===== src/rtl/ybcg_pkg.sv =====
// ----------------------------------------------------------------------------
// ybcg_pkg: shared types and constants for the yaw box cell gate
// Holds widths, register indexes, stage payload structures and helpers.
// ----------------------------------------------------------------------------
package ybcg_pkg;

  localparam int FWD_FRAC = 15;
  localparam int HW       = 31;
  localparam int DW       = 35;
  localparam int EW       = 33;
  localparam int WW       = 54;
  localparam int AW       = 5;

  localparam logic [2:0] REG_OUTER_X = 3'd0;
  localparam logic [2:0] REG_OUTER_Y = 3'd1;
  localparam logic [2:0] REG_OUTER_Z = 3'd2;
  localparam logic [2:0] REG_INNER_X = 3'd3;
  localparam logic [2:0] REG_INNER_Y = 3'd4;
  localparam logic [2:0] REG_INNER_Z = 3'd5;
  localparam logic [2:0] REG_INVERT  = 3'd6;
  localparam logic [2:0] REG_FLAT    = 3'd7;

  typedef logic signed [WW-1:0] wide_t;

  typedef struct packed {
    logic [HW-1:0] outer_x;
    logic [HW-1:0] outer_y;
    logic [HW-1:0] outer_z;
    logic [HW-1:0] inner_x;
    logic [HW-1:0] inner_y;
    logic [HW-1:0] inner_z;
    logic          invert;
    logic          flat;
  } cfg_t;

  typedef struct packed {
    logic pos_ok;
    logic yaw;
    logic al_xy;
    logic al_int;
    logic z_touch;
    logic z_int;
  } flags_t;

  typedef struct packed {
    flags_t                fl;
    logic signed [15:0]    fx;
    logic signed [15:0]    fy;
    logic signed [16:0]    afx;
    logic signed [16:0]    afy;
    logic signed [DW-1:0]  dx;
    logic signed [DW-1:0]  dy;
    logic signed [EW-1:0]  ex;
    logic signed [EW-1:0]  ey;
    logic signed [EW-1:0]  cx0;
    logic signed [EW-1:0]  cx1;
    logic signed [EW-1:0]  cy0;
    logic signed [EW-1:0]  cy1;
  } s1_t;

  typedef struct packed {
    flags_t fl;
    wide_t  wx_l;
    wide_t  wy_l;
    wide_t  ex_s;
    wide_t  ey_s;
    wide_t  ax_hx;
    wide_t  ay_hy;
    wide_t  ay_hx;
    wide_t  ax_hy;
    wide_t  f_dx;
    wide_t  f_dy;
    wide_t  r_dy;
    wide_t  r_dx;
    wide_t  a_ex;
    wide_t  b_ey;
    wide_t  b_ex;
    wide_t  a_ey;
    wide_t  xf0;
    wide_t  xf1;
    wide_t  yf0;
    wide_t  yf1;
    wide_t  yfx0;
    wide_t  yfx1;
    wide_t  xfy0;
    wide_t  xfy1;
  } s2_t;

  typedef struct packed {
    flags_t fl;
    wide_t  wx_l;
    wide_t  wx_r;
    wide_t  wy_l;
    wide_t  wy_r;
    wide_t  fw_l;
    wide_t  fw_r;
    wide_t  rt_l;
    wide_t  rt_r;
    wide_t  cf0;
    wide_t  cf1;
    wide_t  cf2;
    wide_t  cf3;
    wide_t  cr0;
    wide_t  cr1;
    wide_t  cr2;
    wide_t  cr3;
  } s3_t;

  // True when the magnitude of v exceeds r.
  function automatic logic mag_gt(input wide_t v, input wide_t r);
    return (v > r) || ((-v) > r);
  endfunction

endpackage


===== src/rtl/ybcg_out_if.sv =====
// ----------------------------------------------------------------------------
// ybcg_out_if: result channel out of the gate
// Valid/ready channel carrying the gate decision and its two components.
// ----------------------------------------------------------------------------
interface ybcg_out_if;
  logic valid;
  logic ready;
  logic gate_pass;
  logic outer_touch;
  logic in_interior;

  modport source (output valid, gate_pass, outer_touch, in_interior, input ready);
  modport sink (input valid, gate_pass, outer_touch, in_interior, output ready);
endinterface


===== src/rtl/ybcg_decide.sv =====
// ----------------------------------------------------------------------------
// ybcg_decide: last pipeline stage and output register
// Compares projections, combines the axis tests and drives the result channel.
// ----------------------------------------------------------------------------
module ybcg_decide (
  input  logic           clk,
  input  logic           rst_n,
  input  ybcg_pkg::cfg_t cfg,
  input  logic           v_i,
  input  ybcg_pkg::s3_t  d_i,
  output logic           rdy_o,
  ybcg_out_if.source     out_if
);

  logic v_r, pass_r, touch_r, inter_r;
  logic pass_nxt, touch_nxt, inter_nxt;
  logic yaw_touch, yaw_full, touch_xy, full_xy, hollow_en;
  ybcg_pkg::wide_t ithx, ithy;

  assign rdy_o              = !v_r || out_if.ready;
  assign out_if.valid       = v_r;
  assign out_if.gate_pass   = pass_r;
  assign out_if.outer_touch = touch_r;
  assign out_if.in_interior = inter_r;

  always_comb begin
    ithx = ybcg_pkg::wide_t'({1'b0, cfg.inner_x}) <<< ybcg_pkg::FWD_FRAC;
    ithy = ybcg_pkg::wide_t'({1'b0, cfg.inner_y}) <<< ybcg_pkg::FWD_FRAC;

    yaw_touch = !(d_i.wx_l > d_i.wx_r) && !(d_i.wy_l > d_i.wy_r) &&
                !ybcg_pkg::mag_gt(d_i.fw_l, d_i.fw_r) &&
                !ybcg_pkg::mag_gt(d_i.rt_l, d_i.rt_r);
    yaw_full  = !ybcg_pkg::mag_gt(d_i.cf0, ithx) && !ybcg_pkg::mag_gt(d_i.cr0, ithy) &&
                !ybcg_pkg::mag_gt(d_i.cf1, ithx) && !ybcg_pkg::mag_gt(d_i.cr1, ithy) &&
                !ybcg_pkg::mag_gt(d_i.cf2, ithx) && !ybcg_pkg::mag_gt(d_i.cr2, ithy) &&
                !ybcg_pkg::mag_gt(d_i.cf3, ithx) && !ybcg_pkg::mag_gt(d_i.cr3, ithy);

    touch_xy  = d_i.fl.yaw ? yaw_touch : d_i.fl.al_xy;
    full_xy   = d_i.fl.yaw ? yaw_full : d_i.fl.al_int;
    hollow_en = (cfg.inner_x != '0) && (cfg.inner_y != '0) &&
                (cfg.flat || (cfg.inner_z != '0));

    touch_nxt = d_i.fl.pos_ok && touch_xy && (cfg.flat || d_i.fl.z_touch);
    inter_nxt = touch_nxt && hollow_en && full_xy && (cfg.flat || d_i.fl.z_int);
    pass_nxt  = (touch_nxt && !inter_nxt) ^ cfg.invert;
  end

  always_ff @(posedge clk) begin
    if (!rst_n) begin
      v_r <= 1'b0;
    end else if (rdy_o) begin
      v_r <= v_i;
    end
  end

  always_ff @(posedge clk) begin
    if (rdy_o && v_i) begin
      pass_r  <= pass_nxt;
      touch_r <= touch_nxt;
      inter_r <= inter_nxt;
    end
  end

endmodule

===== src/flat_wrapper.sv =====
// flat-port wrapper written by rule: the top's interface ports become plain ports
module ybcg_decide_flat 
  (clk, rst_n, cfg, v_i, d_i, rdy_o, out_if_valid, out_if_gate_pass, out_if_outer_touch, out_if_in_interior, out_if_ready);
  ybcg_out_if out_if_i ();
  input  logic clk;
  input  logic rst_n;
  input  ybcg_pkg::cfg_t cfg;
  input  logic v_i;
  input  ybcg_pkg::s3_t d_i;
  output logic rdy_o;
  output wire logic [$bits(out_if_i.valid)-1:0] out_if_valid;
  output wire logic [$bits(out_if_i.gate_pass)-1:0] out_if_gate_pass;
  output wire logic [$bits(out_if_i.outer_touch)-1:0] out_if_outer_touch;
  output wire logic [$bits(out_if_i.in_interior)-1:0] out_if_in_interior;
  input wire logic [$bits(out_if_i.ready)-1:0] out_if_ready;
  assign out_if_valid = out_if_i.valid;
  assign out_if_gate_pass = out_if_i.gate_pass;
  assign out_if_outer_touch = out_if_i.outer_touch;
  assign out_if_in_interior = out_if_i.in_interior;
  assign out_if_i.ready = out_if_ready;
  ybcg_decide u_core (.clk(clk), .rst_n(rst_n), .cfg(cfg), .v_i(v_i), .d_i(d_i), .rdy_o(rdy_o), .out_if(out_if_i));
endmodule

===== config.mk =====
export PLATFORM = sky130hd
export DESIGN_NAME = ybcg_decide_flat
export DESIGN_NICKNAME = d
export VERILOG_FILES = /design/src/rtl/ybcg_pkg.sv /design/src/rtl/ybcg_out_if.sv /design/src/rtl/ybcg_decide.sv /design/src/flat_wrapper.sv
export SDC_FILE = /design/constraint.sdc
export NUM_CORES = 2
export LEC_CHECK = 0
export CORE_AREA = 2 2 412 414
export CTS_BUF_LIST = sky130_fd_sc_hd__clkbuf_4
export CTS_CLUSTER_SIZE = 20
export DETAILED_ROUTE_END_ITERATION = 16
export DIE_AREA = 0 0 414 416
export DONT_BUFFER_PORTS = 1
export PLACE_DENSITY = 0.3
export SYNTH_ARGS = -nofsm -noshare
export SYNTH_HDL_FRONTEND = slang
export SYNTH_SLANG_ARGS = --single-unit

===== constraint.sdc =====
create_clock -name clk -period 8.6 [get_ports clk]
set_clock_uncertainty 0.2 [all_clocks]
set_input_delay 0.43 -clock clk [delete_from_list [all_inputs] [get_ports clk]]
set_output_delay 0.43 -clock clk [all_outputs]
set_load 0.05 [all_outputs]

-- Word-level counts from Yosys, hierarchy flattened
Index checks and enable logic that the tools add are counted.
W data, S select, Z words.
- add/subtract/negate cells: 10
- bitwise operators: 1
- $lt $le $gt $ge: 22
- reduce and logical (&&, ||, !) cells: 50
- multiplexer cells: 2
- operator list (operator ; count):
    $gt A54 B47 Y1 ; 16
    $neg A54 Y54 ; 10
    $gt A54 B54 Y1 ; 6
    $reduce_bool A31 Y1 ; 3
    $logic_and A1 B1 Y1 ; 19
    $logic_not A1 Y1 ; 14
    $logic_or A1 B1 Y1 ; 14
    $mux W1 ; 2
    $xor A1 B1 Y1 ; 1
- output and inout bits: 5
- flip-flop bits (word level): 4
- word-level logic and storage cells: 89

-- Depth between registers and ports, before layout
- depth in word-level cells: 17
- gate-level depth with buffers: 24

-- Worst setup path before layout
Ideal clock, no wire load.
- path kind: input-to-reg
- start point: input port d_i[114] (netlist name)
- end point: register u_core.pass_r, in the netlist u_core.out_if.gate_pass (data pin)
- data required time: 8.133 ns
- path slack: 2.277 ns
- arrival time: 5.855 ns
- path buffers: 1
- setup time: 0.267 ns
- cell stages on the path: 22
- path through: nor4_1 -> nand4_1 -> or4_1 -> or2_1 -> nand2b_1 -> or3_1 -> or2_1 -> or3_1 -> clkbuf_1 -> nor3_1 -> xnor2_1 -> ha_1 -> nand4_1 -> nor4_1 -> nand2_1 -> or4_1 -> nand4_1 -> o21ai_0 -> a311oi_1 -> or4b_4 -> nor4b_1 -> nor4bb_1
- cells in the longest elaborated chain, start to end: 15
- ends and longest elaborated chain (what ; line ; RTL):
    start, declared ; flat_wrapper.sv:9 ; input ybcg_pkg::s3_t d_i;
    $neg A54 Y54 ; ybcg_pkg.sv:111 ; return (v > r) || ((-v) > r);
    $gt A54 B47 Y1 ; ybcg_pkg.sv:111 ;
    $logic_or A1 B1 Y1 * ; ybcg_pkg.sv:111 ;
    $logic_not A1 Y1 * ; ybcg_decide.sv:34 ; !ybcg_pkg::mag_gt(d_i.cf1, ithx) && !ybcg_pkg::mag_gt(d_i.cr1, ithy) &&
    $logic_and A1 B1 Y1 * (2 in a row) ; ybcg_decide.sv:34 ;
    $logic_and A1 B1 Y1 * (2 in a row) ; ybcg_decide.sv:35 ; !ybcg_pkg::mag_gt(d_i.cf2, ithx) && !ybcg_pkg::mag_gt(d_i.cr2, ithy) &&
    $logic_and A1 B1 Y1 * ; ybcg_decide.sv:36 ; !ybcg_pkg::mag_gt(d_i.cf3, ithx) && !ybcg_pkg::mag_gt(d_i.cr3, ithy);
    $mux W1 * ; ybcg_decide.sv:39 ; full_xy = d_i.fl.yaw ? yaw_full : d_i.fl.al_int;
    $logic_and A1 B1 Y1 * (2 in a row) ; ybcg_decide.sv:44 ; inter_nxt = touch_nxt && hollow_en && full_xy && (cfg.flat || d_i.fl.z_int);
    $logic_not A1 Y1 * ; ybcg_decide.sv:45 ; pass_nxt = (touch_nxt && !inter_nxt) ^ cfg.invert;
    $logic_and A1 B1 Y1 * ; ybcg_decide.sv:45 ;
    $xor A1 B1 Y1 * ; ybcg_decide.sv:45 ;
    net u_core.pass_nxt ; ybcg_decide.sv:16 ; logic pass_nxt, touch_nxt, inter_nxt;
    end signal, assigned ; ybcg_decide.sv:58 ; pass_r <= pass_nxt;
    end, declared ; ybcg_decide.sv:15 ; logic v_r, pass_r, touch_r, inter_r;
Mark *: on every way through the listed nets, which the timed path passes. The rest lies on a longest branch.
A chain may end at the register's enable or synchronous reset.

-- Worst setup path in the final report
- start point: input port d_i[116] (netlist name)
- end point: register u_core.pass_r, in the netlist u_core.out_if.gate_pass (data pin)
Same word-level chain as after synthesis.

==> flow_metrics.tcl <==
set metrics [dict create \
    root_buffer "clkbuf_4" \
    fmax_mhz 137 \
    cp.required_ns 8.47 \
    initial_core_util_pct 15.6 \
    reg2reg_slack_ns 6.52 \
    core_area_mm2 0.168 \
    fill_cells 19200 \
    setup-violations-final 0 \
    p_leak_uw 0.0122 \
    drt_drc_violations_left 0 \
    cp_slowest_cell "or4_1" \
    yosys.cell_types.count 89 \
    post_cts.repair.setup_buffers 0 \
    crit_chain "nor4_1, nand4_1, or4_1, or2_1, nand2b_1, or3_1, or2_1, or3_1, nor3_1, xnor2_1, ha_1, nand4_1, nor4_1, nand2_1, or4_1, nand4_1, o21ai_0, a311oi_1, or4b_4, o211a_1, nor4bb_1" \
    drt-total-wl_um 146000 \
    worst_pin_slew_ns 1.10 \
    io_pins 1067 \
    cts-buffers-inserted 3 \
    grt_pass1_vias 27600 \
    arrival_ns 7.19 \
    power.density_mw_per_mm2 38.8 \
    vias 27000 \
    worstSetupPathType "input pin to register" \
    nets 5455 \
    period_minus_slack_ns 7.33 \
    tns_ns 0 \
    max_stage_delay_ns 0.66 \
    drt-wirelength-per-cell_um 25.2 \
    cp_common_cell "nand4_1" \
    htreeDepth 1 \
    period_share_pct 85.2 \
    port_buffers 0 \
    synthFlopType "edfxtp_1" \
    seq_area_frac_synth_pct 0.419 \
    rr_startpoint "u_core.out_if.valid" \
    max_cap_violations 0 \
    crit_path_max_fanout 6 \
    drt_pass1_iterations 7 \
    die_y_um 416 \
    hold_path_class "input pin to register" \
    synth_edf_count 3 \
    cts.clk_slew.worst_paths_ns 0.09 \
    layout-drive-gt1-share_pct 2.41 \
    report.final.slew_viol_count 0 \
    hpwl_um 135000 \
    crit_start "d_i[116]" \
    synth.avg_cell_area_um2 7.41 \
    finalHoldViolations 0 \
    vdd_drop_max_v 0.0000206 \
    place_ws_ns 0.815 \
    place.gp.congestion 0.978 \
    slew-limit-headroom_pct 26.3 \
    r2r_end "u_core.out_if.gate_pass" \
    synth_fp_nets 5426 \
    grt_max_degree 10 \
    crit_end "u_core.out_if.gate_pass" \
    grt_pass1_wl_um 203000 \
    clock_path_buffers 2 \
    netlist_instances 3544 \
    syn-cell-area_mm2 0.0263 \
    end_kind "register" \
    gr-usage-all-layers_pct 16.2 \
    initialDrtViolationCount 1115 \
    clk_latency_ns 0.31 \
    yosys_warnings 0 \
    post_cts_resize_count 0 \
    start_kind "input pin" \
    setup_ws_ns 1.27 \
    areaGrowthSynthToFinish_pct 11.7 \
    cts_tree "yes" \
    synth-seq-cells 4 \
    r2r_cells 2 \
    grt_overflow_total 0 \
    die_w_um 414 \
    antenna_found_initial 26 \
    placementRows 151 \
    status "completed" \
    rsz0062_at_grt "no" \
    ant_nets 0 \
    viasPerCell 4.64 \
    synthArstFlopShare_pct 0 \
    dieArea_mm2 0.172 \
    postCtsHoldBufs 0 \
    cts_sinks 4 \
]
## cells in the final DEF (no fill, tap or decap), drive strengths merged, types with 10 or more instances in the layout
cell type,netlist,layout
a221oi,15,15
or2,19,19
nor2b,36,36
nor4,141,141
ha,820,820
o21ai,142,142
nand3b,21,21
a21oi,271,271
diode,0,18
and2,25,25
a211oi,43,43
a21o,77,77
nand4,176,176
o211ai,15,15
buf,3,35
o31ai,21,21
nand3,98,98
or4,32,32
xnor2,185,185
inv,323,323
or3,46,46
nand2,217,217
a31oi,10,10
o21a,43,43
nor2,240,240
nor3,162,162
nand2b,51,51
a2111oi,20,20
o31a,14,14
and4,29,29
xor2,113,113
## how the worst min path moves through the flow
stage                from                  end  slack [ns]  cells past startpoint
finish                v_i  u_core.out_if.valid        0.04                      2
global route        rst_n  u_core.out_if.valid        0.06                      1
CTS                   v_i  u_core.out_if.valid        0.01                      2
detailed placement    v_i  u_core.out_if.valid        0.38                      2
global placement      v_i  u_core.out_if.valid        0.37                      2
floorplan             v_i  u_core.out_if.valid        0.37                      2
## layout make-up
class,count,area (µm²),area share (%)
timing repair buffer,35,263,0.895
clock buffer,4,30.0,0.102
multi-input combinational,3206,24900,84.9
sequential,4,110,0.375
antenna,18,45.0,0.154
tap,2218,2780,9.46
inverter,323,1210,4.13
## kinds of logic after synthesis
logic type	synth area share, %
AO/OA/AOI/OAI	18.3
XOR/XNOR	9.93
adder cells (fa/ha/maj)	39.0
buffers and inverters	4.81
flip-flops	0.419
multiplexers	0.310
AND/OR/NAND/NOR	27.2
## per-stage QoR
stage / instance area (µm²) / hold WS (ns) / power, µW / cells / utilization, %
floorplan: 26300 / 0.369 / 785 / 3544 / -
global placement: 29300 / 0.373 / 1120 / 5786 / 17.4
detailed placement: 29300 / 0.380 / 1110 / 5786 / 17.4
CTS: 29300 / 0.0105 / 1170 / 5790 / 17.4
global route: 29300 / 0.0550 / 1310 / 5803 / 17.4
finish: 29300 / 0.0430 / 1140 / 5808 / 17.5
## power by group
part | switching (µW) | internal [µW]
Combinational | 610 | 457
Sequential | 6.39 | 22.2
Clock | 21.1 | 21.2
Total | 637 | 500
## metal layers
metal,part of all wire [%],up-vias,wire length (µm),track usage [%]
li1,-,13500,-,-
met5,0.063,-,92,0
met3,6.9,90,10100,4.32
met2,53,784,78000,31.9
met1,38,12600,55000,17.0
met4,2.1,14,3050,3.24
## sequential cells by signal (all words and copies together) (netlist names)
register / cells
u_core.out_if.gate_pass: 1
u_core.out_if.in_interior: 1
u_core.out_if.outer_touch: 1
u_core.out_if.valid: 1
## critical path: cells and delay by family
kind	cells	cell delay (ns)
and+or+nand+nor	16	5.51
AOI/OAI and AO/OA	3	0.83
adders and majority gates	1	0.30
xor gates and xnor gates	1	0.11
## synth_stat cells, types with 50 or more instances
cell type  number  area share [%]
a21oi_1       271             5.2
nand2b_1       50             1.2
nor2_1        240             3.4
o21ai_0       140             2.7
xnor2_1       185             6.2
nor4_1        136             3.2
a21o_1         77             2.2
inv_1         323             4.6
ha_1          820              39
xor2_1        113             3.8
nand2_1       217             3.1
nor3_1        158             3.0
nand4_1       176             4.2
nand3_1        95             1.8
Note: power is estimated with default switching activity, not from simulation.
