[src/rtl/ybcg_pkg.sv]
// ----------------------------------------------------------------------------
// ybcg_pkg: shared types and constants for the yaw box cell gate
// Holds widths, register indexes, stage payload structures and helpers.
// ----------------------------------------------------------------------------
package ybcg_pkg;

  localparam int FWD_FRAC = 15;
  localparam int HW       = 31;
  localparam int DW       = 35;
  localparam int EW       = 33;
  localparam int WW       = 54;
  localparam int AW       = 5;

  localparam logic [2:0] REG_OUTER_X = 3'd0;
  localparam logic [2:0] REG_OUTER_Y = 3'd1;
  localparam logic [2:0] REG_OUTER_Z = 3'd2;
  localparam logic [2:0] REG_INNER_X = 3'd3;
  localparam logic [2:0] REG_INNER_Y = 3'd4;
  localparam logic [2:0] REG_INNER_Z = 3'd5;
  localparam logic [2:0] REG_INVERT  = 3'd6;
  localparam logic [2:0] REG_FLAT    = 3'd7;

  typedef logic signed [WW-1:0] wide_t;

  typedef struct packed {
    logic [HW-1:0] outer_x;
    logic [HW-1:0] outer_y;
    logic [HW-1:0] outer_z;
    logic [HW-1:0] inner_x;
    logic [HW-1:0] inner_y;
    logic [HW-1:0] inner_z;
    logic          invert;
    logic          flat;
  } cfg_t;

  typedef struct packed {
    logic pos_ok;
    logic yaw;
    logic al_xy;
    logic al_int;
    logic z_touch;
    logic z_int;
  } flags_t;

  typedef struct packed {
    flags_t                fl;
    logic signed [15:0]    fx;
    logic signed [15:0]    fy;
    logic signed [16:0]    afx;
    logic signed [16:0]    afy;
    logic signed [DW-1:0]  dx;
    logic signed [DW-1:0]  dy;
    logic signed [EW-1:0]  ex;
    logic signed [EW-1:0]  ey;
    logic signed [EW-1:0]  cx0;
    logic signed [EW-1:0]  cx1;
    logic signed [EW-1:0]  cy0;
    logic signed [EW-1:0]  cy1;
  } s1_t;

  typedef struct packed {
    flags_t fl;
    wide_t  wx_l;
    wide_t  wy_l;
    wide_t  ex_s;
    wide_t  ey_s;
    wide_t  ax_hx;
    wide_t  ay_hy;
    wide_t  ay_hx;
    wide_t  ax_hy;
    wide_t  f_dx;
    wide_t  f_dy;
    wide_t  r_dy;
    wide_t  r_dx;
    wide_t  a_ex;
    wide_t  b_ey;
    wide_t  b_ex;
    wide_t  a_ey;
    wide_t  xf0;
    wide_t  xf1;
    wide_t  yf0;
    wide_t  yf1;
    wide_t  yfx0;
    wide_t  yfx1;
    wide_t  xfy0;
    wide_t  xfy1;
  } s2_t;

  typedef struct packed {
    flags_t fl;
    wide_t  wx_l;
    wide_t  wx_r;
    wide_t  wy_l;
    wide_t  wy_r;
    wide_t  fw_l;
    wide_t  fw_r;
    wide_t  rt_l;
    wide_t  rt_r;
    wide_t  cf0;
    wide_t  cf1;
    wide_t  cf2;
    wide_t  cf3;
    wide_t  cr0;
    wide_t  cr1;
    wide_t  cr2;
    wide_t  cr3;
  } s3_t;

  // True when the magnitude of v exceeds r.
  function automatic logic mag_gt(input wide_t v, input wide_t r);
    return (v > r) || ((-v) > r);
  endfunction

endpackage

[src/rtl/ybcg_cfg.sv]
// ----------------------------------------------------------------------------
// ybcg_cfg: configuration register file
// APB-style write and read of the box extents and mode bits.
// ----------------------------------------------------------------------------
module ybcg_cfg (
  input  logic                   clk,
  input  logic                   rst_n,
  input  logic                   psel,
  input  logic                   penable,
  input  logic                   pwrite,
  input  logic [ybcg_pkg::AW-1:0] paddr,
  input  logic [31:0]            pwdata,
  output logic [31:0]            prdata,
  output logic                   pready,
  output ybcg_pkg::cfg_t         cfg
);

  ybcg_pkg::cfg_t cfg_r;
  logic [2:0]     idx;
  logic           wr;

  assign idx    = paddr[4:2];
  assign wr     = psel && penable && pwrite;
  assign pready = 1'b1;
  assign cfg    = cfg_r;

  always_ff @(posedge clk) begin
    if (!rst_n) begin
      cfg_r <= '0;
    end else if (wr) begin
      unique case (idx)
        ybcg_pkg::REG_OUTER_X: cfg_r.outer_x <= pwdata[30:0];
        ybcg_pkg::REG_OUTER_Y: cfg_r.outer_y <= pwdata[30:0];
        ybcg_pkg::REG_OUTER_Z: cfg_r.outer_z <= pwdata[30:0];
        ybcg_pkg::REG_INNER_X: cfg_r.inner_x <= pwdata[30:0];
        ybcg_pkg::REG_INNER_Y: cfg_r.inner_y <= pwdata[30:0];
        ybcg_pkg::REG_INNER_Z: cfg_r.inner_z <= pwdata[30:0];
        ybcg_pkg::REG_INVERT:  cfg_r.invert  <= pwdata[0];
        ybcg_pkg::REG_FLAT:    cfg_r.flat    <= pwdata[0];
        default: ;
      endcase
    end
  end

  always_comb begin
    unique case (idx)
      ybcg_pkg::REG_OUTER_X: prdata = {1'b0, cfg_r.outer_x};
      ybcg_pkg::REG_OUTER_Y: prdata = {1'b0, cfg_r.outer_y};
      ybcg_pkg::REG_OUTER_Z: prdata = {1'b0, cfg_r.outer_z};
      ybcg_pkg::REG_INNER_X: prdata = {1'b0, cfg_r.inner_x};
      ybcg_pkg::REG_INNER_Y: prdata = {1'b0, cfg_r.inner_y};
      ybcg_pkg::REG_INNER_Z: prdata = {1'b0, cfg_r.inner_z};
      ybcg_pkg::REG_INVERT:  prdata = {31'd0, cfg_r.invert};
      ybcg_pkg::REG_FLAT:    prdata = {31'd0, cfg_r.flat};
      default:               prdata = '0;
    endcase
  end

endmodule

[config.mk]
export PLATFORM = sky130hd
export DESIGN_NAME = ybcg_cfg
export DESIGN_NICKNAME = d
export VERILOG_FILES = /design/src/rtl/ybcg_pkg.sv /design/src/rtl/ybcg_cfg.sv
export SDC_FILE = /design/constraint.sdc
export NUM_CORES = 1
export LEC_CHECK = 0
export BUFFER_PORTS_ARGS = -buffer_cell sky130_fd_sc_hd__buf_2
export CAP_MARGIN = 20
export CORE_UTILIZATION = 54
export CTS_BUF_LIST = sky130_fd_sc_hd__clkbuf_8 sky130_fd_sc_hd__clkbuf_16
export DETAILED_ROUTE_END_ITERATION = 16
export PLACE_DENSITY = 0.9
export SLEW_MARGIN = 5
export SYNTH_ARGS = -nofsm -noshare
export SYNTH_HDL_FRONTEND = slang
export SYNTH_SLANG_ARGS = --single-unit
[constraint.sdc]
create_clock -name clk -period 1.65 [get_ports clk]
set_input_delay 0.165 -clock clk [delete_from_list [all_inputs] [get_ports clk]]
set_output_delay 0.165 -clock clk [all_outputs]
set_load 0.1 [all_outputs]
After elaboration in Yosys (flattened, before gate mapping)
Index checks and enable logic that the tools add are counted.
- bits in registers: 188
- equality and inequality tests: 7
- multiplexer cells: 1
- reductions and logical operators: 11
- operator list (operator ; count):
    32-bit case mux with 8 select lines ; 1
    2-bit AND reduction ; 8
    3-bit == test, second input constant ; 4
    3-bit by 2-bit == test with 1-bit output, second input constant ; 2
    3-bit by 1-bit == test with 1-bit output, second input constant ; 1
    3-bit logical NOT ; 1
    1-bit logical AND ; 2

Logic depth before layout (Yosys ltp)
Gate-level depths: netlist of the first run.
- depth in word-level cells: 3
- gate-level depth with buffers: 6
- gate-level depth less buffers: 4

Least setup slack after synthesis of the first run
OpenSTA, ideal clock, no wires.
- path type: register -> output
- start point: register cfg_r (netlist bit cfg[106])
- end point: output port prdata[11]
- arrival time: 2.858 ns
- required time: 1.485 ns
- path slack: -1.373 ns
- cell stages (with the launch flop): 3
- path through: dfxtp_1 -> o21ai_0 -> a31oi_1
- word-level cells in the longest chain between the ends: 1
- ends and longest elaborated chain (item ; line ; RTL):
    from (decl) ; ybcg_cfg.sv:18 ; ybcg_pkg::cfg_t cfg_r;
    32-bit case mux with 8 select lines ; ybcg_cfg.sv:46 ; unique case (idx)
    to (decl) ; ybcg_cfg.sv:13 ; output logic [31:0] prdata,
No other way between the ends. The select of a mux whose other input is x is not followed.

Final worst setup path of the first run
- start point: register cfg_r (netlist bit cfg[64])
- end point: output port prdata[0]
The elaborated chain is that of the path after synthesis.

==> results of run 1 <==
[cell usage after synthesis, drive strengths merged]
| cell | instances | area (µm²) |
|---|---|---|
| and4b | 1 | 10.0 |
| and2b | 2 | 16.3 |
| o21bai | 6 | 45.0 |
| a211oi | 5 | 62.6 |
| conb | 2 | 7.51 |
| nor3b | 13 | 97.6 |
| o221a | 1 | 11.3 |
| mux2i | 26 | 260 |
| nand3 | 196 | 993 |
| o22ai | 6 | 37.5 |
| and2 | 1 | 6.26 |
| nand2 | 62 | 253 |
| nand2b | 8 | 50.1 |
| o22a | 17 | 149 |
| clkbuf | 24 | 95.1 |
| and4 | 1 | 8.76 |
| dfxtp | 188 | 3760 |
| clkinv | 1 | 3.75 |
| nor2b | 1 | 6.26 |
| buf | 67 | 388 |
| nor3 | 1 | 5.00 |
| nor2 | 27 | 109 |
| a31oi | 13 | 81.3 |
| a22o | 13 | 114 |
| o21ai | 207 | 1040 |
| nand3b | 2 | 27.5 |
| a21oi | 32 | 160 |
[what timing repair did]
action / in CTS / in global routing
gates resized for setup: 13 / 33
endpoints found under the setup margin: 18 / 24
hold buffers: 0 / 0
buffers inserted: 0 / 1
pin swaps: 5 / 9
[final cells by class]
class                      count  area share, %
sequential                   188           36.6
clock buffer                  21           4.54
timing repair buffer         314           21.2
tap                          180           1.99
multi-input combinational    643           35.1
inverter                       1         0.0663
clock inverter                11          0.442
antenna                        1         0.0221
[metrics by stage]
step | setup TNS, ps | utilization (%) | cells | power [W]
final | -1.89 | 81.0 | 1359 | 0.00990
after global routing | -211 | 81.0 | 1359 | 0.0101
after CTS | -96.6 | 80.0 | 1357 | 0.00984
after detailed placement | -214 | 75.6 | 1325 | 0.00604
after global placement | 0 | 75.6 | 1325 | 0.00603
after floorplan | -65.1 | - | 923 | 0.00558
[power by group through the flow]
stage	Combinational, W	Sequential, W	Clock, W
after floorplan	0.000730	0.00485	0
after global placement	0.00142	0.00461	0
after detailed placement	0.00143	0.00461	0
after CTS	0.00145	0.00451	0.00388
after global routing	0.00153	0.00451	0.00408
final	0.00149	0.00451	0.00391
[final timing paths]
path	startpoint	to	slack, ps	depth (start not counted)
hold / removal	pwdata[2]	cfg[4]	90	3
hold reg to reg	cfg[43]	cfg[43]	470	2
setup / recovery	cfg[64]	prdata[0]	-2	4
setup reg to reg	cfg[150]	cfg[150]	930	3
[per-layer routing]
layer	global-route usage, %	part of all wire (%)
met3	8.29	9.2
met4	23.3	5.5
met5	0	0
met1	42.9	37
met2	61.7	48
[cell families (layout without fill, tap and decap cells)]
logic type	count (synthesis)	in the layout	share of synthesized area [%]
compound gates	300	300	21.8
buf+inv	92	347	6.24
mux	26	26	3.34
simple gates	315	315	20.3
flops	188	188	48.3
other cells	2	3	0.0963
[critical path, stage by stage, from the launching register on]
cell and delay [ps]:
dfxtp_2 340, mux2i_1 170, a21oi_2 90, o221a_4 290, buf_12 170
==> reports/metrics.yaml, run 1 <==
placement.io_buffers: 257
htree_levels: 4
layout_min_cycle_time_ps: 1650
critPathKind: "reg -> out"
die_area_um2: 14900
cts-buffers-inserted: 17
fin_skew_ps: 0
p_int_w: 0.00710
yosys_warnings: 0
fp.dieH_um: 122
ys_ff_latch: 188
drive_above_1_share_pct: 51.3
drt_iter0_markers: 916
root_buffer: "clkbuf_16"
rsz0062_at_grt: "true"
grt_pass1_wl_mm: 42.1
violations: "negative setup slack"
via_per_inst: 6.23
sequential_cell_area_um2: 4150
crit_fanout: 3
maxCapViolCount: 0
start_util_pct: 55.7
cp-end-kind: "primary output"
cp.required_ps: 1480
grt_max_degree: 49
n_fill_cell: 855
antenna_found_initial: 2
clock_sinks: 188
pre_cts_slack_ps: -52.4
seq_power_share_pct: 45.5
wl_per_cell_um: 20.7
ys_types: 39
yosysSeqAreaShare_pct: 48.3
gp_congestion: 0.884
cts_tree: "done"
num_rows: 43
clock.fmax_mhz: 605
multi_input_area_um2: 3980
synth_fp_nets: 965
netSwitchingPower_w: 0.00280
drt_wl_total_mm: 28.2
hp-class: "in -> reg"
clkTransAtPathRegs_ps: 70
tightest_slew_ps: 534
dr.pass1.iters: 8
pwr-share-clk_pct: 39.4
status: "complete, but fails checks"
comb_power_share_pct: 15.0
mostFrequentLayoutCell: "buf_2"
timing.hold.ws_ps: 92.8
leakagePower_nw: 4.80
grt_pass1_vias: 8076
setup_ws_ps: -1.89
hold_viol_final: 0
crit_path_start_kind: "flip-flop"
core_um2: 14000
fin_crit_sh_pct: 100
detail-route-antenna-nets: 0
final_cell_mix: "222 x buf_2, 195 x nand3_1, 127 x dfxtp_2"
hpwl_mm: 18.8
slew_viol_final: 0
setup_viol: 1
p_sw_share_pct: 28.3
synthesis.area_um2: 7800
clk_path_buf_depth: 2
fp.dieW_um: 122
slew_headroom_pct: 64.7
globalRouteOverflowTotal: 0
nNetsFinal: 1207
track_usage_pct: 37.0
place_area_um2: 10600
clk_latency_ps: 430
largest_register_ff_count: 188
vias: 8473
avgSynthCellArea_um2: 8.45
pwr_density_cell_nw_per_um2: 874
ir_drop_mv: 0.682
synth_cells: 923
num_io_pins: 263
cp_data_arrival_time_ps: 1490
syn_to_final_growth_pct: 45.3
drc: 0
fin_area_um2: 11300
Power figures use the tool's default switching activity.
==> inputs of run 2 (changes only) <==
- CAP_MARGIN: 20 -> 5
- SKIP_LAST_GASP: default -> 1
==> run 2 against run 1 <==
Against the previous run: the run still ends with negative setup slack left; critical path depth stayed put; sequential power is essentially flat; global-route usage barely moved; via count about the same; critical endpoint unchanged; highest routed layer unchanged.
==> reports/metrics.yaml, run 2 (synthesized netlist as in run 1, its figures left out) <==
seq_power_share_pct: 45.6  # about the same
crit_path_start_kind: "flip-flop"
maxCapViolCount: 0  # unchanged
tightest_slew_ps: 539  # +5.21 ps
p_int_w: 0.00710  # about the same
clock.fmax_mhz: 603  # -0.33%
track_usage_pct: 37.0  # about the same
grt_pass1_wl_mm: 42.1  # about the same
netSwitchingPower_w: 0.00279  # -0.46%
cts-buffers-inserted: 17  # unchanged
fin_skew_ps: 0  # unchanged
cp-end-kind: "primary output"
finalPower_w: 0.00989  # -0.13%
mostFrequentLayoutCell: "buf_2"
num_rows: 43  # unchanged
start_util_pct: 55.7  # unchanged
dr.pass1.iters: 5  # -3
drive_above_1_share_pct: 51.2  # -0.085 points
clk_path_buf_depth: 2  # unchanged
crit_fanout: 3  # unchanged
slowest_delay_ps: 340  # about the same
ir_drop_mv: 0.678  # -0.63%
drc: 0  # unchanged
cts_hold_buf: 0  # unchanged
status: "complete, but fails checks"
slew_viol_final: 0  # unchanged
hp-class: "in -> reg"
tns_ps: -13.0  # -11.1 ps
slowest_stage: "dfxtp_2"
htree_levels: 4  # unchanged
rsz0062_at_grt: "true"
pwr-share-clk_pct: 39.4  # about the same
cts_tree: "done"
cp.required_ps: 1480  # about the same
slew_headroom_pct: 64.3  # -0.34 points
die_area_um2: 14900  # unchanged
n_fill_cell: 866  # +1.3%
fin_crit_sh_pct: 100  # +0.33 points
grt_pass1_vias: 8079  # +0.037%
antenna_found_initial: 2  # unchanged
wl_per_cell_um: 20.6  # -0.85%
critical_path_buf_inv_count: 1  # unchanged
hold_viol_final: 0  # unchanged
violations: "negative setup slack"
clk_latency_ps: 430  # about the same
p_sw_share_pct: 28.2  # -0.093 points
nNetsFinal: 1207  # unchanged
root_buffer: "clkbuf_16"
placement.io_buffers: 257  # unchanged
fp.dieW_um: 122  # unchanged
largest_register_ff_count: 188  # unchanged
globalRouteOverflowTotal: 0  # unchanged
pwr_density_cell_nw_per_um2: 874  # about the same
setup_ws_ps: -7.32  # -5.43 ps
vias: 8474  # +0.012%
critPathKind: "reg -> out"
fp.dieH_um: 122  # unchanged
clkTransAtPathRegs_ps: 60  # about the same
num_io_pins: 263  # unchanged
final_cell_count_no_fill: 1359  # unchanged
crit_family: "compound AO/OA/AOI/OAI gates"
placedCellCount: 1325  # unchanged
via_per_inst: 6.24  # about the same
path_cells: "mux2i_1 -> a21oi_2 -> o221a_4 -> buf_12"
cp_data_arrival_time_ps: 1490  # about the same
gp_congestion: 0.884  # unchanged
syn_to_final_growth_pct: 45.2  # about the same
detail-route-antenna-nets: 0  # unchanged
core_um2: 14000  # unchanged
hpwl_mm: 18.8  # unchanged
final_cell_mix: "222 x buf_2, 195 x nand3_1, 127 x dfxtp_2"
clock_sinks: 188  # unchanged
drt_wl_total_mm: 28.0  # -0.85%
setup_viol: 2  # +1
comb_power_share_pct: 15.0  # about the same
leakagePower_nw: 4.79  # -0.11%
layout_min_cycle_time_ps: 1660  # +5.43 ps
drt_iter0_markers: 816  # -11%
grt_max_degree: 49  # unchanged
-- run 2: cell counts in the layout (fill, tap and decap cells not counted) --
No cell type changed its count.
-- run 2: tightest hold or removal path, cell delays in order --
cell and delay [ps]:
buf_2 100, nand2_1 140, o21ai_1 90
-- run 2: timing repair --
action | 4_1_cts | 5_1_grt
gates resized for setup | 12 | 31
pin swaps | 5 | 9
setup buffers | 0 | 1
setup endpoints to repair | 18 | 24
-- run 2: layout make-up --
type	instances	area [µm²]	share of cell area [%]
clock inverter	11	50.0	0.442
tap	180	225	1.99
clock buffer	21	514	4.54
multi-input combinational	643	3970	35.1
timing repair buffer	314	2400	21.2
antenna	1	2.50	0.0221
inverter	1	7.51	0.0663
sequential	188	4150	36.7
-- run 2: metal layers --
metal	wire length, µm	vias up	GRT usage, %
li1	-	3823	-
met1	10500	3943	42.9
met2	13400	571	61.7
met3	2520	137	8.29
met4	1590	0	23.2
met5	0	-	0
-- run 2: power by group through the flow --
stage	Sequential (W)	Clock (W)	Combinational [W]
2_1_floorplan	0.00485	0	0.000730
3_3_place_gp	0.00461	0	0.00142
3_5_place_dp	0.00461	0	0.00143
4_1_cts	0.00451	0.00388	0.00145
5_1_grt	0.00451	0.00408	0.00153
6_report	0.00451	0.00390	0.00148
-- run 2: path summary, 6_finish.rpt --
path                   start         to  slack, ps  cells after the start
hold / removal    pwdata[10]    cfg[43]        100                      3
setup reg to reg    cfg[150]   cfg[150]        930                      3
setup / recovery     cfg[64]  prdata[0]         -7                      4
hold reg to reg      cfg[43]    cfg[43]        460                      2
-- run 2: through the flow --
stage / worst slack, ps / utilization, % / instance area (µm²) / hold slack [ps]
detailed placement: -52.4 / 75.6 / 10600 / 457
global route: -42.0 / 80.9 / 11300 / 116
finish: -7.32 / 80.9 / 11300 / 104
CTS: -32.9 / 79.9 / 11200 / 88.2
global placement: 0.550 / 75.6 / 10600 / 451
floorplan: -65.1 / - / 8450 / 383
