--- src/rtl/ybcg_pkg.sv ---
// ----------------------------------------------------------------------------
// ybcg_pkg: shared types and constants for the yaw box cell gate
// Holds widths, register indexes, stage payload structures and helpers.
// ----------------------------------------------------------------------------
package ybcg_pkg;

  localparam int FWD_FRAC = 15;
  localparam int HW       = 31;
  localparam int DW       = 35;
  localparam int EW       = 33;
  localparam int WW       = 54;
  localparam int AW       = 5;

  localparam logic [2:0] REG_OUTER_X = 3'd0;
  localparam logic [2:0] REG_OUTER_Y = 3'd1;
  localparam logic [2:0] REG_OUTER_Z = 3'd2;
  localparam logic [2:0] REG_INNER_X = 3'd3;
  localparam logic [2:0] REG_INNER_Y = 3'd4;
  localparam logic [2:0] REG_INNER_Z = 3'd5;
  localparam logic [2:0] REG_INVERT  = 3'd6;
  localparam logic [2:0] REG_FLAT    = 3'd7;

  typedef logic signed [WW-1:0] wide_t;

  typedef struct packed {
    logic [HW-1:0] outer_x;
    logic [HW-1:0] outer_y;
    logic [HW-1:0] outer_z;
    logic [HW-1:0] inner_x;
    logic [HW-1:0] inner_y;
    logic [HW-1:0] inner_z;
    logic          invert;
    logic          flat;
  } cfg_t;

  typedef struct packed {
    logic pos_ok;
    logic yaw;
    logic al_xy;
    logic al_int;
    logic z_touch;
    logic z_int;
  } flags_t;

  typedef struct packed {
    flags_t                fl;
    logic signed [15:0]    fx;
    logic signed [15:0]    fy;
    logic signed [16:0]    afx;
    logic signed [16:0]    afy;
    logic signed [DW-1:0]  dx;
    logic signed [DW-1:0]  dy;
    logic signed [EW-1:0]  ex;
    logic signed [EW-1:0]  ey;
    logic signed [EW-1:0]  cx0;
    logic signed [EW-1:0]  cx1;
    logic signed [EW-1:0]  cy0;
    logic signed [EW-1:0]  cy1;
  } s1_t;

  typedef struct packed {
    flags_t fl;
    wide_t  wx_l;
    wide_t  wy_l;
    wide_t  ex_s;
    wide_t  ey_s;
    wide_t  ax_hx;
    wide_t  ay_hy;
    wide_t  ay_hx;
    wide_t  ax_hy;
    wide_t  f_dx;
    wide_t  f_dy;
    wide_t  r_dy;
    wide_t  r_dx;
    wide_t  a_ex;
    wide_t  b_ey;
    wide_t  b_ex;
    wide_t  a_ey;
    wide_t  xf0;
    wide_t  xf1;
    wide_t  yf0;
    wide_t  yf1;
    wide_t  yfx0;
    wide_t  yfx1;
    wide_t  xfy0;
    wide_t  xfy1;
  } s2_t;

  typedef struct packed {
    flags_t fl;
    wide_t  wx_l;
    wide_t  wx_r;
    wide_t  wy_l;
    wide_t  wy_r;
    wide_t  fw_l;
    wide_t  fw_r;
    wide_t  rt_l;
    wide_t  rt_r;
    wide_t  cf0;
    wide_t  cf1;
    wide_t  cf2;
    wide_t  cf3;
    wide_t  cr0;
    wide_t  cr1;
    wide_t  cr2;
    wide_t  cr3;
  } s3_t;

  // True when the magnitude of v exceeds r.
  function automatic logic mag_gt(input wide_t v, input wide_t r);
    return (v > r) || ((-v) > r);
  endfunction

endpackage

--- src/rtl/ybcg_in_if.sv ---
// ----------------------------------------------------------------------------
// ybcg_in_if: request channel into the gate
// Valid/ready channel carrying the source position, yaw and cell bounds.
// ----------------------------------------------------------------------------
interface ybcg_in_if;
  logic               valid;
  logic               ready;
  logic               position_valid;
  logic signed [31:0] source_x;
  logic signed [31:0] source_y;
  logic signed [31:0] source_z;
  logic signed [15:0] forward_x;
  logic signed [15:0] forward_y;
  logic signed [31:0] cell_min_x;
  logic signed [31:0] cell_min_y;
  logic signed [31:0] cell_min_z;
  logic signed [31:0] cell_max_x;
  logic signed [31:0] cell_max_y;
  logic signed [31:0] cell_max_z;

  modport source (
    output valid, position_valid, source_x, source_y, source_z, forward_x, forward_y,
           cell_min_x, cell_min_y, cell_min_z, cell_max_x, cell_max_y, cell_max_z,
    input  ready
  );
  modport sink (
    input  valid, position_valid, source_x, source_y, source_z, forward_x, forward_y,
           cell_min_x, cell_min_y, cell_min_z, cell_max_x, cell_max_y, cell_max_z,
    output ready
  );
endinterface

--- src/rtl/ybcg_prep.sv ---
// ----------------------------------------------------------------------------
// ybcg_prep: first pipeline stage
// Forms centre offsets, extents, corner offsets and the aligned interval tests.
// ----------------------------------------------------------------------------
module ybcg_prep (
  input  logic           clk,
  input  logic           rst_n,
  input  ybcg_pkg::cfg_t cfg,
  ybcg_in_if.sink        in_if,
  output logic           v_o,
  output ybcg_pkg::s1_t  d_o,
  input  logic           rdy_i
);

  logic          v_r;
  ybcg_pkg::s1_t d_r;
  ybcg_pkg::s1_t d_nxt;
  logic          adv;

  logic signed [33:0] sx, sy, sz, mnx, mny, mnz, mxx, mxy, mxz;
  logic signed [33:0] hx, hy, hz, ix, iy, iz;

  assign adv         = !v_r || rdy_i;
  assign in_if.ready = adv;
  assign v_o         = v_r;
  assign d_o         = d_r;

  always_comb begin
    sx  = 34'(in_if.source_x);
    sy  = 34'(in_if.source_y);
    sz  = 34'(in_if.source_z);
    mnx = 34'(in_if.cell_min_x);
    mny = 34'(in_if.cell_min_y);
    mnz = 34'(in_if.cell_min_z);
    mxx = 34'(in_if.cell_max_x);
    mxy = 34'(in_if.cell_max_y);
    mxz = 34'(in_if.cell_max_z);
    hx  = signed'({3'b000, cfg.outer_x});
    hy  = signed'({3'b000, cfg.outer_y});
    hz  = signed'({3'b000, cfg.outer_z});
    ix  = signed'({3'b000, cfg.inner_x});
    iy  = signed'({3'b000, cfg.inner_y});
    iz  = signed'({3'b000, cfg.inner_z});

    d_nxt.fl.pos_ok  = in_if.position_valid;
    d_nxt.fl.yaw     = (in_if.forward_x != '0) || (in_if.forward_y != '0);
    d_nxt.fl.al_xy   = (sx - hx <= mxx) && (mnx <= sx + hx) &&
                       (sy - hy <= mxy) && (mny <= sy + hy);
    d_nxt.fl.al_int  = (mnx >= sx - ix) && (mxx <= sx + ix) &&
                       (mny >= sy - iy) && (mxy <= sy + iy);
    d_nxt.fl.z_touch = (sz - hz <= mxz) && (mnz <= sz + hz);
    d_nxt.fl.z_int   = (mnz >= sz - iz) && (mxz <= sz + iz);

    d_nxt.fx  = in_if.forward_x;
    d_nxt.fy  = in_if.forward_y;
    d_nxt.afx = in_if.forward_x[15] ? -17'(in_if.forward_x) : 17'(in_if.forward_x);
    d_nxt.afy = in_if.forward_y[15] ? -17'(in_if.forward_y) : 17'(in_if.forward_y);
    d_nxt.dx  = 35'(mnx) + 35'(mxx) - (35'(sx) <<< 1);
    d_nxt.dy  = 35'(mny) + 35'(mxy) - (35'(sy) <<< 1);
    d_nxt.ex  = 33'(in_if.cell_max_x) - 33'(in_if.cell_min_x);
    d_nxt.ey  = 33'(in_if.cell_max_y) - 33'(in_if.cell_min_y);
    d_nxt.cx0 = 33'(in_if.cell_min_x) - 33'(in_if.source_x);
    d_nxt.cx1 = 33'(in_if.cell_max_x) - 33'(in_if.source_x);
    d_nxt.cy0 = 33'(in_if.cell_min_y) - 33'(in_if.source_y);
    d_nxt.cy1 = 33'(in_if.cell_max_y) - 33'(in_if.source_y);
  end

  always_ff @(posedge clk) begin
    if (!rst_n) begin
      v_r <= 1'b0;
    end else if (adv) begin
      v_r <= in_if.valid;
    end
  end

  always_ff @(posedge clk) begin
    if (adv && in_if.valid) begin
      d_r <= d_nxt;
    end
  end

endmodule

--- src/flat_wrapper.sv ---
// flat-port wrapper written by rule: the top's interface ports become plain ports
module ybcg_prep_flat 
  (clk, rst_n, cfg, v_o, d_o, rdy_i, in_if_valid, in_if_position_valid, in_if_source_x, in_if_source_y, in_if_source_z, in_if_forward_x, in_if_forward_y, in_if_cell_min_x, in_if_cell_min_y, in_if_cell_min_z, in_if_cell_max_x, in_if_cell_max_y, in_if_cell_max_z, in_if_ready);
  ybcg_in_if in_if_i ();
  input  logic clk;
  input  logic rst_n;
  input  ybcg_pkg::cfg_t cfg;
  output logic v_o;
  output ybcg_pkg::s1_t d_o;
  input  logic rdy_i;
  input wire logic [$bits(in_if_i.valid)-1:0] in_if_valid;
  input wire logic [$bits(in_if_i.position_valid)-1:0] in_if_position_valid;
  input wire logic [$bits(in_if_i.source_x)-1:0] in_if_source_x;
  input wire logic [$bits(in_if_i.source_y)-1:0] in_if_source_y;
  input wire logic [$bits(in_if_i.source_z)-1:0] in_if_source_z;
  input wire logic [$bits(in_if_i.forward_x)-1:0] in_if_forward_x;
  input wire logic [$bits(in_if_i.forward_y)-1:0] in_if_forward_y;
  input wire logic [$bits(in_if_i.cell_min_x)-1:0] in_if_cell_min_x;
  input wire logic [$bits(in_if_i.cell_min_y)-1:0] in_if_cell_min_y;
  input wire logic [$bits(in_if_i.cell_min_z)-1:0] in_if_cell_min_z;
  input wire logic [$bits(in_if_i.cell_max_x)-1:0] in_if_cell_max_x;
  input wire logic [$bits(in_if_i.cell_max_y)-1:0] in_if_cell_max_y;
  input wire logic [$bits(in_if_i.cell_max_z)-1:0] in_if_cell_max_z;
  output wire logic [$bits(in_if_i.ready)-1:0] in_if_ready;
  assign in_if_i.valid = in_if_valid;
  assign in_if_i.position_valid = in_if_position_valid;
  assign in_if_i.source_x = in_if_source_x;
  assign in_if_i.source_y = in_if_source_y;
  assign in_if_i.source_z = in_if_source_z;
  assign in_if_i.forward_x = in_if_forward_x;
  assign in_if_i.forward_y = in_if_forward_y;
  assign in_if_i.cell_min_x = in_if_cell_min_x;
  assign in_if_i.cell_min_y = in_if_cell_min_y;
  assign in_if_i.cell_min_z = in_if_cell_min_z;
  assign in_if_i.cell_max_x = in_if_cell_max_x;
  assign in_if_i.cell_max_y = in_if_cell_max_y;
  assign in_if_i.cell_max_z = in_if_cell_max_z;
  assign in_if_ready = in_if_i.ready;
  ybcg_prep u_core (.clk(clk), .rst_n(rst_n), .cfg(cfg), .in_if(in_if_i), .v_o(v_o), .d_o(d_o), .rdy_i(rdy_i));
endmodule
--- config.mk ---
export PLATFORM = sky130hd
export DESIGN_NAME = ybcg_prep_flat
export DESIGN_NICKNAME = d
export VERILOG_FILES = /design/src/rtl/ybcg_pkg.sv /design/src/rtl/ybcg_in_if.sv /design/src/rtl/ybcg_prep.sv /design/src/flat_wrapper.sv
export SDC_FILE = /design/constraint.sdc
export NUM_CORES = 2
export LEC_CHECK = 0
export BUFFER_PORTS_ARGS = -buffer_cell sky130_fd_sc_hd__buf_2
export CAP_MARGIN = 20
export CORE_MARGIN = 10
export CORE_UTILIZATION = 35
export DETAILED_ROUTE_END_ITERATION = 8
export PLACE_DENSITY = 0.63
export SYNTH_ARGS = -nofsm -noshare
export SYNTH_HDL_FRONTEND = slang
export SYNTH_SLANG_ARGS = --single-unit
--- constraint.sdc ---
create_clock -name clk -period 8.5 [get_ports clk]
set_input_delay 0.85 -clock clk [delete_from_list [all_inputs] [get_ports clk]]
set_output_delay 0.85 -clock clk [all_outputs]
set_load 0.005 [all_outputs]
# Word-level counts from Yosys, hierarchy flattened
# Index checks and enable logic that the tools add are counted.
[op_classes]
n_addsub = 24
order_cmp = 12
n_mux = 2
n_reduce_logical = 14
[ops]
columns = ["cell", "count"]
rows = [
  ["32-bit by 32-bit subtractor with 33-bit output", 12],
  ["32-bit by 32-bit adder with 33-bit output", 8],
  ["32-bit by 33-bit less-or-equal comparator with 1-bit output", 6],
  ["32-bit by 33-bit greater-or-equal comparator with 1-bit output", 3],
  ["33-bit by 32-bit less-or-equal comparator with 1-bit output", 3],
  ["33-bit by 33-bit subtractor with 34-bit output", 2],
  ["16-bit negation with 17-bit output", 2],
  ["16-bit nonzero test", 2],
  ["15-bit two-way mux", 2],
  ["1-bit logical AND", 9],
  ["1-bit logical OR", 2],
  ["1-bit zero test", 1],
]
[word_totals]
reg_bits = 341
input_bits = 513
out_inout_bits = 342
elab_cells = 73

# Longest topological paths before layout
[depth]
word_depth = 5
ltp_mapped = 24
ltp_nobuf = 24

# Least setup slack after synthesis
# OpenSTA, ideal clock, no wires.
[synth_path]
path_kind = "input to register"
startpoint = "in rdy_i"
endpoint = "reg u_core.d_r (netlist bit u_core.d_o[0]), enable pin"
setup_ns = 0.740
arrival_ns = 8.575
t_required_ns = 7.760
setup_slack_ns = -0.815
stages = 2
path_buffers = 0
cell_sequence = "nand2b_1 -> and2_1"
[synth_between]
elab_chain_cells = 2
[synth_lines]
columns = ["item", "line", "text"]
rows = [
  ["start, declared", "flat_wrapper.sv:10", "input logic rdy_i;"],
  ["1-bit logical OR", "ybcg_prep.sv:23", "assign adv = !v_r || rdy_i;"],
  ["1-bit logical AND", "ybcg_prep.sv:77", "if (adv && in_if.valid) begin"],
  ["end signal, assigned", "ybcg_prep.sv:78", "d_r <= d_nxt;"],
  ["end, declared", "ybcg_prep.sv:16", "ybcg_pkg::s1_t d_r;"],
]
# Every way passes these cells.
# A chain may end at the register's enable or synchronous reset.

==> impl_metrics.tcl <==
set metrics [dict create \
    cts.sinks 335 \
    nets 8734 \
    cts_setup_buffers 0 \
    area_growth_pct 14.4 \
    h-tree-depth 2 \
    p_sw_w 0.00379 \
    synth_cell_types 106 \
    fin_tns_setup_ps 0 \
    num_vias 50900 \
    critical_path.max_fanout 6 \
    cap_violations 0 \
    hp-class "in -> reg" \
    path_class "in -> reg" \
    core_sq_mm 0.152 \
    vdd_drop_max_mv 0.136 \
    post_drt_wl_per_cell_um 23.6 \
    swShare 0.423 \
    path_cells "buf_2 > inv_1 > ha_1 > inv_1 > fa_1 > a21oi_2 > nand4b_1 > nand3_1 > a31oi_1 > a311oi_1 > a221oi_2 > nor2_1 > a21o_1 > a221oi_2 > o22ai_1 > ha_1 > a21oi_1 > nor4_1 > a211oi_1 > o21ai_0 > a31oi_1 > o21ai_0 > a41oi_1 > nor3_1" \
    synth_top_cell_by_area "ha_1" \
    setup_slack_ps 2690 \
    synth_edf_count 334 \
    finalMaxSlewViolations 0 \
    clk_pin_slew_ps 70 \
    vias_per_cell 5.52 \
    clockBufferDepth 3 \
    grt_pass1_wl_um 316000 \
    port-buffer-count 852 \
    hpwl_um 191000 \
    die_h_um 410 \
    leakagePower_nw 29.8 \
    finalCritPeriodShare 0.684 \
    cts_buffers 40 \
    drive_gt1_frac 0.142 \
    critPathCaptureType "flip-flop" \
    grt_setup_unrepaired "no" \
    routed_wl_um 218000 \
    grt_usage 0.244 \
    root_buffer "clkbuf_16" \
    cts_tree "yes" \
    drt-pass1-iter-count 5 \
    combPwrFrac 0.543 \
    yosysMostFrequentCell "ha_1" \
    netlist.area_leader.share 0.241 \
    p_seq_frac 0.252 \
    yosysSeqAreaShare 0.188 \
    final.min_clock_period_ps 5810 \
    synthesis.area_sq_mm 0.0533 \
    max_slew.worst_pin.slew_ps 982 \
    hold_viol 0 \
    grt_max_degree 145 \
    synth_common_cells "1028 x ha_1, 805 x inv_1, 627 x a21oi_1, 488 x nor2_1, 474 x xnor2_1" \
    hold_buffers 0 \
    ys_ff_latch 335 \
    die-width_um 410 \
    synthArstFlopShare 0 \
    dieArea_sq_mm 0.168 \
    pwr-share-clk 0.205 \
    critPathSlowestCell "fa_1" \
    pin_count 855 \
    drtAntennaViolNets 0 \
    p_per_area_mw_per_mm2 147 \
    cts_resized 0 \
    postSynthCellCount 6362 \
    globalplace.congestion 0.975 \
    synth_area_per_cell_sq_um 8.38 \
    grt_pass1_vias 49500 \
    slew_headroom 0.328 \
    initial_utilization 0.351 \
    internal_power_w 0.00518 \
    rows 143 \
    slowest_delay_ps 420 \
    ys_top_cells_by_area "ha_1 24%, edfxtp_1 19%, xnor2_1 7.8%" \
    critPathArrivalTime_ps 6160 \
    crit_path_start_kind "primary input" \
    clock_skew_ps 22.6 \
    synth_warnings 0 \
    place_ws_ps 2050 \
    setup_viol 0 \
    whs_ps 465 \
    status "finished clean" \
    clk_latency_ps 620 \
    max_freq_ghz 0.172 \
    required_ps 8840 \
    antenna_found_initial 117 \
    grt-ovfl-total 0 \
    drt_iter0_markers 3796 \
    synth_ff_type "edfxtp_1" \
    drc_errors 0 \
]
==> metal layers <==
metal | wire length [um] | global-route usage | vias to the layer above
li1 | - | - | 24300
met1 | 90100 | 0.303 | 24200
met2 | 103000 | 0.420 | 1894
met3 | 15400 | 0.0403 | 403
met4 | 8880 | 0.0921 | 52
met5 | 361 | 0 | -
==> worst max-delay path: cells and delay by family <==
family | cells | cell delay (ps)
buffers and inverters | 3 | 320
and+or+nand+nor | 5 | 600
AOI/OAI and AO/OA | 13 | 3350
adders and majority gates | 3 | 1010
==> cell families after synthesis <==
kind of cell | count (synthesis) | share of synthesized area
adders and majority gates | 1110 | 0.272
DFF | 335 | 0.188
muxes | 5 | 0.000985
buffers and inverters | 962 | 0.0693
xor gates and xnor gates | 578 | 0.0949
and+or+nand+nor | 1419 | 0.132
AOI/OAI and AO/OA | 1952 | 0.242
other | 1 | 0.0000703
==> registers in the layout, indices dropped and copies added (netlist names) <==
register,flops
u_core.v_o,1
u_core.d_o,334
==> power by group through the flow <==
stage	combinational, W	clock (W)	sequential [W]
finish	0.00487	0.00184	0.00226
CTS	0.00483	0.00187	0.00227
global route	0.00538	0.00192	0.00228
floorplan	0.00318	0	0.00230
global placement	0.00473	0	0.00230
detailed placement	0.00480	0	0.00230
==> layout make-up <==
type	count	area [sq um]
Clock inverter	26	330
Inverter	811	3040
Sequential cell	335	10000
Timing Repair Buffer	857	4310
Tap cell	2030	2540
Antenna cell	48	120
Fill cell	15500	90700
Clock buffer	47	1030
Multi-Input combinational cell	5066	39600
==> path summary, 6_finish.rpt <==
check               endpoint  depth (start not counted)                 from  slack, ps
max          u_core.d_o[336]                         24    in_if_source_x[0]       2690
min          u_core.d_o[329]                          1  in_if_forward_x[11]        470
max reg2reg  u_core.d_o[129]                          3           u_core.v_o       6140
min reg2reg       u_core.v_o                          2           u_core.v_o        540
==> stage by stage <==
step	area [sq um]	utilization	total power, W	std cells
2_1_floorplan	53300	-	0.00548	6363
3_3_place_gp	59500	0.392	0.00703	9099
3_5_place_dp	59500	0.392	0.00710	9099
4_1_cts	60900	0.401	0.00897	9172
5_1_grt	61000	0.402	0.00958	9209
6_report	61000	0.402	0.00897	9220
==> layout by cell type, fill, tap and decap left out, types with 100 or more instances in the layout <==
master,n
nand2b_1,108
nor2b_1,100
edfxtp_1,334
o21ai_0,295
nand2_1,210
nor2_1,488
xor2_1,104
a21oi_1,627
o21bai_1,140
a21o_1,345
buf_2,852
ha_1,1028
nand4_1,113
xnor2_1,474
inv_1,805
Power figures use the tool's default switching activity.
